`src/hw/rtl/tfrm_pkg.sv`:
```
`timescale 1ns / 1ps
// Shared constants, types and the color preset table of the transfer function map.
package tfrm_pkg;

  // Table size and field widths.
  localparam int TABLE_ENTRIES = 256;
  localparam int IDX_W         = 8;
  localparam int Q_W           = 16;
  localparam int NUM_CH        = 3;

  localparam logic [Q_W-1:0] Q_ONE  = 16'd32768;
  localparam logic [Q_W-1:0] Q_HALF = 16'd16384;

  // Configuration port.
  localparam int CFG_IDX_W   = 2;
  localparam int CFG_DATA_W  = 16;
  localparam int PRESET_W    = 2;
  localparam int THR_W       = 15;
  localparam int MAX_ALPHA_W = 16;

  localparam logic [CFG_IDX_W-1:0] CFG_PRESET    = 2'd0;
  localparam logic [CFG_IDX_W-1:0] CFG_ALPHA_THR = 2'd1;
  localparam logic [CFG_IDX_W-1:0] CFG_MAX_ALPHA = 2'd2;

  localparam logic [PRESET_W-1:0]    PRESET_RESET    = 2'd0;
  localparam logic [THR_W-1:0]       THR_RESET       = 15'd0;
  localparam logic [MAX_ALPHA_W-1:0] MAX_ALPHA_RESET = 16'd4096;

  // Position t = floor(idx * 32768 / TableLast), done as a multiply by a
  // rounded-up reciprocal. The 40-bit scale keeps it exact for every index.
  localparam logic [63:0] TableLast = 64'(TABLE_ENTRIES - 1);
  localparam int T_SHIFT   = 40;
  localparam int T_RECIP_W = 41;
  localparam logic [T_RECIP_W-1:0] T_RECIP =
    T_RECIP_W'(((64'd1 << T_SHIFT) + TableLast - 64'd1) / TableLast);
  localparam int T_PROD_W = IDX_W + T_RECIP_W;
  localparam int T_DROP   = T_SHIFT - 15;
  localparam int T_RAW_W  = T_PROD_W - T_DROP;

  // Blend and opacity arithmetic widths.
  localparam int DIFF_W  = Q_W + 1;
  localparam int CPROD_W = 2 * DIFF_W;
  localparam int APROD_W = MAX_ALPHA_W + Q_W;
  localparam int NUM_W   = APROD_W + 3;

  // Opacity divider: 15 quotient bits, three per stage.
  localparam int DIV_Q_W      = 15;
  localparam int DIV_BITS     = 3;
  localparam int DIV_STAGES   = DIV_Q_W / DIV_BITS;
  localparam int REM_W        = 30;
  localparam int PIPE_LATENCY = 5 + DIV_STAGES;

  typedef logic [Q_W-1:0] q15_t;

  typedef struct packed {
    q15_t red;
    q15_t green;
    q15_t blue;
  } rgb_t;

  // One transaction in flight through the opacity divider.
  typedef struct packed {
    logic               valid;
    logic               sat;
    logic [REM_W-1:0]   rem;
    logic [Q_W-1:0]     den;
    logic [DIV_Q_W-1:0] quo;
  } div_op_t;

  // Preset colors [preset][low, mid, high][r, g, b] in Q1.15.
  localparam q15_t COLOUR_TAB [0:3][0:2][0:2] = '{
    '{'{16'd0,     16'd0,     16'd0},
      '{16'd32768, 16'd9830,  16'd0},
      '{16'd32768, 16'd32768, 16'd32768}},
    '{'{16'd1638,  16'd1638,  16'd29491},
      '{16'd24576, 16'd24576, 16'd24576},
      '{16'd29491, 16'd3277,  16'd3277}},
    '{'{16'd3277,  16'd1638,  16'd1638},
      '{16'd24576, 16'd18022, 16'd13107},
      '{16'd32768, 16'd31130, 16'd27853}},
    '{'{16'd0,     16'd0,     16'd0},
      '{16'd16384, 16'd16384, 16'd16384},
      '{16'd32768, 16'd32768, 16'd32768}}
  };

endpackage

```
`src/hw/rtl/tfrm_alpha_div.sv`:
```
`timescale 1ns / 1ps
// Pipelined restoring divider that forms the opacity quotient, three bits per stage.
module tfrm_alpha_div (
  input  logic              clk,
  input  logic              rst_n,
  input  tfrm_pkg::div_op_t op_in,
  output tfrm_pkg::div_op_t op_out
);
  import tfrm_pkg::*;

  div_op_t stage_in  [0:DIV_STAGES-1];
  div_op_t stage_nxt [0:DIV_STAGES-1];
  div_op_t stage_r   [0:DIV_STAGES-1];

  genvar s;
  generate
    for (s = 0; s < DIV_STAGES; s++) begin : g_stage
      // Stage 0 takes op_in; each later stage takes its operand from the previous stage register.
      if (s == 0) begin : g_first
        assign stage_in[s] = op_in;
      end else begin : g_next
        assign stage_in[s] = stage_r[s-1];
      end

      // Three restoring steps: subtract the shifted divisor where it fits.
      always_comb begin
        div_op_t          cur;
        logic [REM_W-1:0] trial;
        cur   = stage_in[s];
        trial = '0;
        for (int j = 0; j < DIV_BITS; j++) begin
          trial = {{(REM_W-Q_W){1'b0}}, cur.den} << (DIV_Q_W - 1 - s * DIV_BITS - j);
          if (cur.rem >= trial) begin
            cur.rem = cur.rem - trial;
            cur.quo[DIV_Q_W - 1 - s * DIV_BITS - j] = 1'b1;
          end
        end
        stage_nxt[s] = cur;
      end

      // Only the valid bit needs a reset value.
      always_ff @(posedge clk) begin
        if (!rst_n) begin
          stage_r[s].valid <= 1'b0;
        end else begin
          stage_r[s] <= stage_nxt[s];
        end
      end
    end
  endgenerate

  assign op_out = stage_r[DIV_STAGES-1];

endmodule

```
`src/hw/rtl/transfer_function_rgba_map_top.sv`:
```
`timescale 1ns / 1ps
// Top level of the piecewise-linear color map with opacity ramp.
//
// Usage:
//   Input: drive in_sample_index with start high; the transaction is taken at
//   any rising edge where start is high and busy is low. busy stays low, so a
//   new sample may enter in every cycle.
//   Output: each sample produces one result, shown for exactly one cycle with
//   out_valid high on out_red, out_green, out_blue and out_opacity (Q1.15).
//   Throughput is one sample per cycle. A sample passes through five front
//   stages (index clamp, position, segment and table lookup, multiplies,
//   blend sum and saturation check) and then the five-stage opacity divider.
//   The receiver cannot stall: results leave in acceptance order, one per
//   cycle at most, and are never held back.
//   Configuration: cfg_we with cfg_index 0 (preset), 1 (alpha threshold) or
//   2 (max alpha) writes cfg_data at once; other indexes are ignored. Write
//   only while no sample is in flight.
//   Reset (rst_n low, synchronous) empties the pipeline and restores preset 0,
//   threshold 0 and max alpha 1.0 (4096).
module transfer_function_rgba_map_top (
  input  logic                            clk,
  input  logic                            rst_n,
  input  logic                            start,
  output logic                            busy,
  input  logic [tfrm_pkg::IDX_W-1:0]      in_sample_index,
  input  logic                            cfg_we,
  input  logic [tfrm_pkg::CFG_IDX_W-1:0]  cfg_index,
  input  logic [tfrm_pkg::CFG_DATA_W-1:0] cfg_data,
  output logic                            out_valid,
  output logic [tfrm_pkg::Q_W-1:0]        out_red,
  output logic [tfrm_pkg::Q_W-1:0]        out_green,
  output logic [tfrm_pkg::Q_W-1:0]        out_blue,
  output logic [tfrm_pkg::Q_W-1:0]        out_opacity
);
  import tfrm_pkg::*;

  // Configuration registers.
  logic [PRESET_W-1:0]    preset_r;
  logic [THR_W-1:0]       alpha_thr_r;
  logic [MAX_ALPHA_W-1:0] max_alpha_r;

  always_ff @(posedge clk) begin
    if (!rst_n) begin
      preset_r    <= PRESET_RESET;
      alpha_thr_r <= THR_RESET;
      max_alpha_r <= MAX_ALPHA_RESET;
    end else if (cfg_we) begin
      case (cfg_index)
        CFG_PRESET:    preset_r    <= cfg_data[PRESET_W-1:0];
        CFG_ALPHA_THR: alpha_thr_r <= cfg_data[THR_W-1:0];
        CFG_MAX_ALPHA: max_alpha_r <= cfg_data[MAX_ALPHA_W-1:0];
        default: ;
      endcase
    end
  end

  // The pipeline never holds a sample back.
  assign busy = 1'b0;

  // Stage 1: accept the transaction and clamp the index to the table.
  logic             s1_valid_r;
  logic [IDX_W-1:0] s1_idx_r;
  logic [IDX_W-1:0] s1_idx_nxt;

  always_comb begin
    s1_idx_nxt = in_sample_index;
    if ({{(64-IDX_W){1'b0}}, in_sample_index} > TableLast) begin
      s1_idx_nxt = TableLast[IDX_W-1:0];
    end
  end

  always_ff @(posedge clk) begin
    if (!rst_n) begin
      s1_valid_r <= 1'b0;
    end else begin
      s1_valid_r <= start && !busy;
    end
  end

  always_ff @(posedge clk) begin
    s1_idx_r <= s1_idx_nxt;
  end

  // Stage 2: position t in Q1.15 by reciprocal multiply, clamped at 1.0.
  logic                s2_valid_r;
  logic [Q_W-1:0]      s2_t_r;
  logic [Q_W-1:0]      s2_t_nxt;
  logic [T_PROD_W-1:0] t_prod;
  logic [T_RAW_W-1:0]  t_raw;

  assign t_prod = T_PROD_W'(s1_idx_r) * T_PROD_W'(T_RECIP);
  assign t_raw  = t_prod[T_PROD_W-1:T_DROP];

  always_comb begin
    if (t_raw > T_RAW_W'(Q_ONE)) begin
      s2_t_nxt = Q_ONE;
    end else begin
      s2_t_nxt = t_raw[Q_W-1:0];
    end
  end

  always_ff @(posedge clk) begin
    if (!rst_n) begin
      s2_valid_r <= 1'b0;
    end else begin
      s2_valid_r <= s1_valid_r;
    end
  end

  always_ff @(posedge clk) begin
    s2_t_r <= s2_t_nxt;
  end

  // Stage 3: segment, blend weight, endpoint colors and alpha distance.
  logic                     s3_valid_r;
  logic [Q_W-1:0]           s3_u_r;
  q15_t                     s3_a_r    [0:NUM_CH-1];
  logic signed [DIFF_W-1:0] s3_diff_r [0:NUM_CH-1];
  logic [Q_W-1:0]           s3_dist_r;
  logic [Q_W-1:0]           s3_den_r;

  logic                     seg;
  logic [1:0]               seg_lo;
  logic [1:0]               seg_hi;
  logic [Q_W-1:0]           s3_u_nxt;
  q15_t                     s3_a_nxt    [0:NUM_CH-1];
  logic signed [DIFF_W-1:0] s3_diff_nxt [0:NUM_CH-1];
  logic [Q_W-1:0]           s3_dist_nxt;
  logic [Q_W-1:0]           thr_ext;

  assign seg     = (s2_t_r >= Q_HALF);
  assign seg_lo  = {1'b0, seg};
  assign seg_hi  = {seg, ~seg};
  assign thr_ext = {1'b0, alpha_thr_r};

  always_comb begin
    q15_t b_col;
    if (seg) begin
      s3_u_nxt = Q_W'((s2_t_r - Q_HALF) << 1);
    end else begin
      s3_u_nxt = {s2_t_r[Q_W-2:0], 1'b0};
    end
    for (int ch = 0; ch < NUM_CH; ch++) begin
      b_col           = COLOUR_TAB[preset_r][seg_hi][ch];
      s3_a_nxt[ch]    = COLOUR_TAB[preset_r][seg_lo][ch];
      s3_diff_nxt[ch] = $signed({1'b0, b_col}) - $signed({1'b0, s3_a_nxt[ch]});
    end
    if (s2_t_r >= thr_ext) begin
      s3_dist_nxt = s2_t_r - thr_ext;
    end else begin
      s3_dist_nxt = '0;
    end
  end

  always_ff @(posedge clk) begin
    if (!rst_n) begin
      s3_valid_r <= 1'b0;
    end else begin
      s3_valid_r <= s2_valid_r;
    end
  end

  always_ff @(posedge clk) begin
    s3_u_r    <= s3_u_nxt;
    s3_dist_r <= s3_dist_nxt;
    s3_den_r  <= Q_ONE - thr_ext;
    for (int ch = 0; ch < NUM_CH; ch++) begin
      s3_a_r[ch]    <= s3_a_nxt[ch];
      s3_diff_r[ch] <= s3_diff_nxt[ch];
    end
  end

  // Stage 4: one multiply per color lane and one for the alpha ramp.
  logic                      s4_valid_r;
  q15_t                      s4_a_r     [0:NUM_CH-1];
  logic signed [CPROD_W-1:0] s4_cprod_r [0:NUM_CH-1];
  logic [APROD_W-1:0]        s4_aprod_r;
  logic [Q_W-1:0]            s4_den_r;

  always_ff @(posedge clk) begin
    if (!rst_n) begin
      s4_valid_r <= 1'b0;
    end else begin
      s4_valid_r <= s3_valid_r;
    end
  end

  always_ff @(posedge clk) begin
    for (int ch = 0; ch < NUM_CH; ch++) begin
      s4_a_r[ch]     <= s3_a_r[ch];
      s4_cprod_r[ch] <= s3_diff_r[ch] * $signed({1'b0, s3_u_r});
    end
    s4_aprod_r <= APROD_W'(max_alpha_r) * APROD_W'(s3_dist_r);
    s4_den_r   <= s3_den_r;
  end

  // Stage 5: finish the blend and set up the opacity division.
  rgb_t                      rgb_r [0:DIV_STAGES];
  rgb_t                      rgb_nxt;
  div_op_t                   div_in_r;
  div_op_t                   div_in_nxt;
  div_op_t                   div_out;
  logic [NUM_W-1:0]          num;
  logic signed [CPROD_W-1:0] blend_sum [0:NUM_CH-1];

  always_comb begin
    for (int ch = 0; ch < NUM_CH; ch++) begin
      blend_sum[ch] = (s4_cprod_r[ch] >>> 15)
                    + $signed({{(CPROD_W-Q_W){1'b0}}, s4_a_r[ch]});
    end
    rgb_nxt.red   = blend_sum[0][Q_W-1:0];
    rgb_nxt.green = blend_sum[1][Q_W-1:0];
    rgb_nxt.blue  = blend_sum[2][Q_W-1:0];
  end

  // Quotients of 1.0 or more saturate, so only 15 bits remain to divide.
  assign num = {s4_aprod_r, 3'b000};

  always_comb begin
    div_in_nxt.valid = s4_valid_r;
    div_in_nxt.sat   = (num >= {{(NUM_W-Q_W-15){1'b0}}, s4_den_r, 15'd0});
    div_in_nxt.rem   = num[REM_W-1:0];
    div_in_nxt.den   = s4_den_r;
    div_in_nxt.quo   = '0;
  end

  always_ff @(posedge clk) begin
    if (!rst_n) begin
      div_in_r.valid <= 1'b0;
    end else begin
      div_in_r <= div_in_nxt;
    end
  end

  // Color delay line that keeps pace with the divider.
  always_ff @(posedge clk) begin
    rgb_r[0] <= rgb_nxt;
    for (int i = 1; i <= DIV_STAGES; i++) begin
      rgb_r[i] <= rgb_r[i-1];
    end
  end

  tfrm_alpha_div u_alpha_div (
    .clk    (clk),
    .rst_n  (rst_n),
    .op_in  (div_in_r),
    .op_out (div_out)
  );

  // Result transaction.
  assign out_valid   = div_out.valid;
  assign out_red     = rgb_r[DIV_STAGES].red;
  assign out_green   = rgb_r[DIV_STAGES].green;
  assign out_blue    = rgb_r[DIV_STAGES].blue;
  assign out_opacity = div_out.sat ? Q_ONE : {1'b0, div_out.quo};

endmodule

```
`config.mk`:
```
export PLATFORM = sky130hd
export DESIGN_NAME = transfer_function_rgba_map_top
export DESIGN_NICKNAME = d
export VERILOG_FILES = /design/src/hw/rtl/tfrm_pkg.sv /design/src/hw/rtl/tfrm_alpha_div.sv /design/src/hw/rtl/transfer_function_rgba_map_top.sv
export SDC_FILE = /design/constraint.sdc
export NUM_CORES = 2
export LEC_CHECK = 0
export BUFFER_PORTS_ARGS = -buffer_cell sky130_fd_sc_hd__buf_2
export CAP_MARGIN = 20
export CORE_MARGIN = 2
export CORE_UTILIZATION = 43
export DETAILED_ROUTE_END_ITERATION = 12
export PLACE_DENSITY = 0.56
export SYNTH_ARGS = -nofsm -noshare
export SYNTH_HDL_FRONTEND = slang
export SYNTH_SLANG_ARGS = --single-unit
```
`constraint.sdc`:
```
create_clock -name clk -period 8.7 [get_ports clk]
set_input_delay 1.305 -clock clk [delete_from_list [all_inputs] [get_ports clk]]
set_output_delay 1.305 -clock clk [all_outputs]
set_load 0.1 [all_outputs]
```
==> flow_summary.ini <==
[cells_and_area]
drive_above_1_share_pct = 9.62
fin_cells = 9929
syn_to_final_growth_pct = 11.4
nNetsFinal = 9274
nFillCells = 15700
postLayoutCoreUtil_pct = 48.1

[grt]
grt_pass1_wl_um = 279000
grt_pass1_vias = 51800
antenna_found_initial = 4
track_usage_pct = 20.6
grt_start_max_net_pins = 131
grt-ovfl-total = 0

[floorplan]
start_util_pct = 43.2
coreArea_um2 = 167000
die-area_um2 = 171000
row_count = 150
die_y_um = 413
die_w_um = 413
ios = 96

[sta]
slew-limit-headroom_pct = 24.9
rsz0062_at_grt = yes
slew_viol_final = 0
hold_violations = 0
setup_tns_ns = 0
period_minus_slack_ns = 8.40
setup_viol = 0
tightest_slew_ns = 1.12
fmax_ghz = 0.119
finClkSkew_ns = 0.0475
period_share_pct = 96.6

[yosys]
yosysTopAreaCellShare_pct = 25.2
syn_avg_cell_area_um2 = 9.74
synth_edf_count = 266
synth-seq-area-share_pct = 26.3
synth_seq_cells = 814
synth.distinct_cells = 98
synth_area_um2 = 72000
postSynth.asyncResetShare_pct = 0
synthCells = 7391
synth_most_common_cell = inv_1
ys_top_cells_by_area = fa_1 25%, dfxtp_1 15%, ha_1 12%
synthesis.nets = 9017
synth_top_flop_cell = dfxtp_1
synth_warnings = 0
yosysTopAreaCell = fa_1
synth_top_cells_by_count = 1440 x inv_1, 907 x fa_1, 689 x ha_1

[route]
viasPerCell = 5.01
avgRoutedWirePerCell_um = 17.3
drtAntennaViolNets = 0
firstDrtPassIters = 8
drtIter0Drc = 2371
routed_wl_um = 172000
drc = 0
vias = 49800

[clocking]
cts.sinks = 814
clock-root-buffer = clkbuf_16
htreeDepth = 3
clock_latency_ns = 0.72
hold_buffers = 0
clock_path_buffers = 3
cts_made_buffers = 92
cts_tree = yes
clkTransAtPathRegs_ns = 0.06

[critical_path]
cpPeakStageDelay_ns = 0.40
cp_max_fo = 12
cp_common_cell = a21oi_2
crit_family = compound AO/OA/AOI/OAI gates
critical_path.slowest_cell = edfxtp_1
rr_worst_depth = 44
required_ns = 9.14
cp_num_cells = 44
startpoint_type = register
end_kind = register
critical_path_class = reg2reg
path_buf_inv = 5
crit_arrival_ns = 8.85

[placement]
post-place-cells = 9726
globalplace.congestion = 0.909
dpl.hpwl_um = 140000
numPortBuffers = 94

[flow_run]
drv_cap = 0

[outcome]
outcome = complete, no violations

[min_path]
holdCritPathClass = reg2reg
hold_path_depth = 0
-- per-layer routing --
| metal | global-route usage [%] | routed length, µm | part of all wire (%) | up-vias |
|---|---|---|---|---|
| li1 | - | - | - | 24300 |
| met1 | 28.9 | 81200 | 47 | 24400 |
| met2 | 33.7 | 80300 | 47 | 818 |
| met3 | 2.14 | 6050 | 3.5 | 214 |
| met4 | 5.67 | 4230 | 2.5 | 0 |
| met5 | 0 | 0 | 0 | - |
-- cell families (layout without fill, tap and decap cells) --
logic type                 count (synthesis)  after routing  share of synthesized area [%]
other                                      1              2                        0.00521
muxes                                     95             95                           1.46
AOI/OAI and AO/OA                       1040           1040                           9.25
buffers and inverters                   1624           1956                           8.52
adders and majority gates               1596           1596                           37.2
and+or+nand+nor                         1832           1833                           12.5
DFF                                      814            814                           26.3
xor gates and xnor gates                 389            389                           4.73
-- stage by stage --
stage	hold WS (ns)	instance area [µm²]	setup WS, ns
floorplan	0.310	72100	0.000191
global placement	0.310	76300	-0.0623
detailed placement	0.312	76300	-0.160
CTS	0.285	79300	0.0117
global route	0.293	80200	-0.189
finish	0.298	80200	0.296
-- path summary, 6_finish.rpt --
path                                   start                          to  slack, ns
worst max-delay path            div_in_r[45]  u_alpha_div.stage_r[0][44]       0.30
worst min-delay path            s3_den_r[11]                s4_den_r[11]       0.30
worst max register to register  div_in_r[45]  u_alpha_div.stage_r[0][44]       0.30
worst min register to register  s3_den_r[11]                s4_den_r[11]       0.30
-- worst reg2reg max path: cells and delay by family (launching register included) --
family,cells,cell delay (ns)
compound gates,26,4.53
simple gates,7,1.15
fa+ha+maj,4,1.00
buf+inv,5,0.54
mux,2,0.54
flops,1,0.40
-- placed cells by master (no fill, tap or decap), drive strengths merged, types with 16 or more instances in the layout --
| master | netlist | final |
|---|---|---|
| nand2b | 55 | 55 |
| o21ai | 216 | 216 |
| or3 | 20 | 20 |
| nor3 | 90 | 90 |
| a31oi | 32 | 32 |
| edfxtp | 266 | 266 |
| o211ai | 22 | 22 |
| clkinv | 1 | 27 |
| a2111oi | 16 | 16 |
| a21oi | 311 | 311 |
| dfxtp | 548 | 548 |
| o21a | 53 | 53 |
| o21bai | 39 | 39 |
| nor2 | 314 | 314 |
| a21o | 110 | 110 |
| xor2 | 114 | 114 |
| fa | 907 | 907 |
| xnor2 | 275 | 275 |
| inv | 1443 | 1458 |
| nand2 | 662 | 662 |
| nor4 | 38 | 38 |
| a21boi | 64 | 64 |
| nor2b | 101 | 101 |
| a211oi | 28 | 28 |
| and2 | 309 | 309 |
| clkbuf | 157 | 124 |
| nand4 | 60 | 60 |
| or4 | 17 | 17 |
| or2 | 28 | 29 |
| nand3 | 67 | 67 |
| mux2 | 75 | 75 |
| o31ai | 34 | 34 |
| ha | 689 | 689 |
| buf | 23 | 340 |
| mux2i | 20 | 20 |
-- registers in the layout (all words and copies together), names as in the netlist, 15 cells and up --
name                 flops
s3_dist_r               16
div_in_r                45
s3_den_r                16
rgb_r                  288
max_alpha_r             16
alpha_thr_r             15
u_alpha_div.stage_r    227
s4_cprod_r              48
s3_diff_r               39
s4_den_r                16
s4_aprod_r              32
-- area by class of cell --
class / count / area, µm² / area share, %
multi-input combinational: 4954 / 47600 / 59.3
sequential: 814 / 19000 / 23.6
inverter: 1444 / 5430 / 6.77
tap: 2204 / 2760 / 3.44
clock buffer: 122 / 2550 / 3.18
timing repair buffer: 342 / 2500 / 3.12
clock inverter: 48 / 453 / 0.565
antenna: 1 / 2.50 / 0.00312
-- what timing repair did --
action                     CTS  global route
cloned                       0             3
hold endpoints to repair     0             0
setup endpoints to repair   33            94
setup buffers                3            25
pin swaps                    4            57
gates resized for setup      5           170
Power is left out: the tool's default activity adds up to more than one toggle a clock period on the data nets, which glitch-free logic cannot reach.
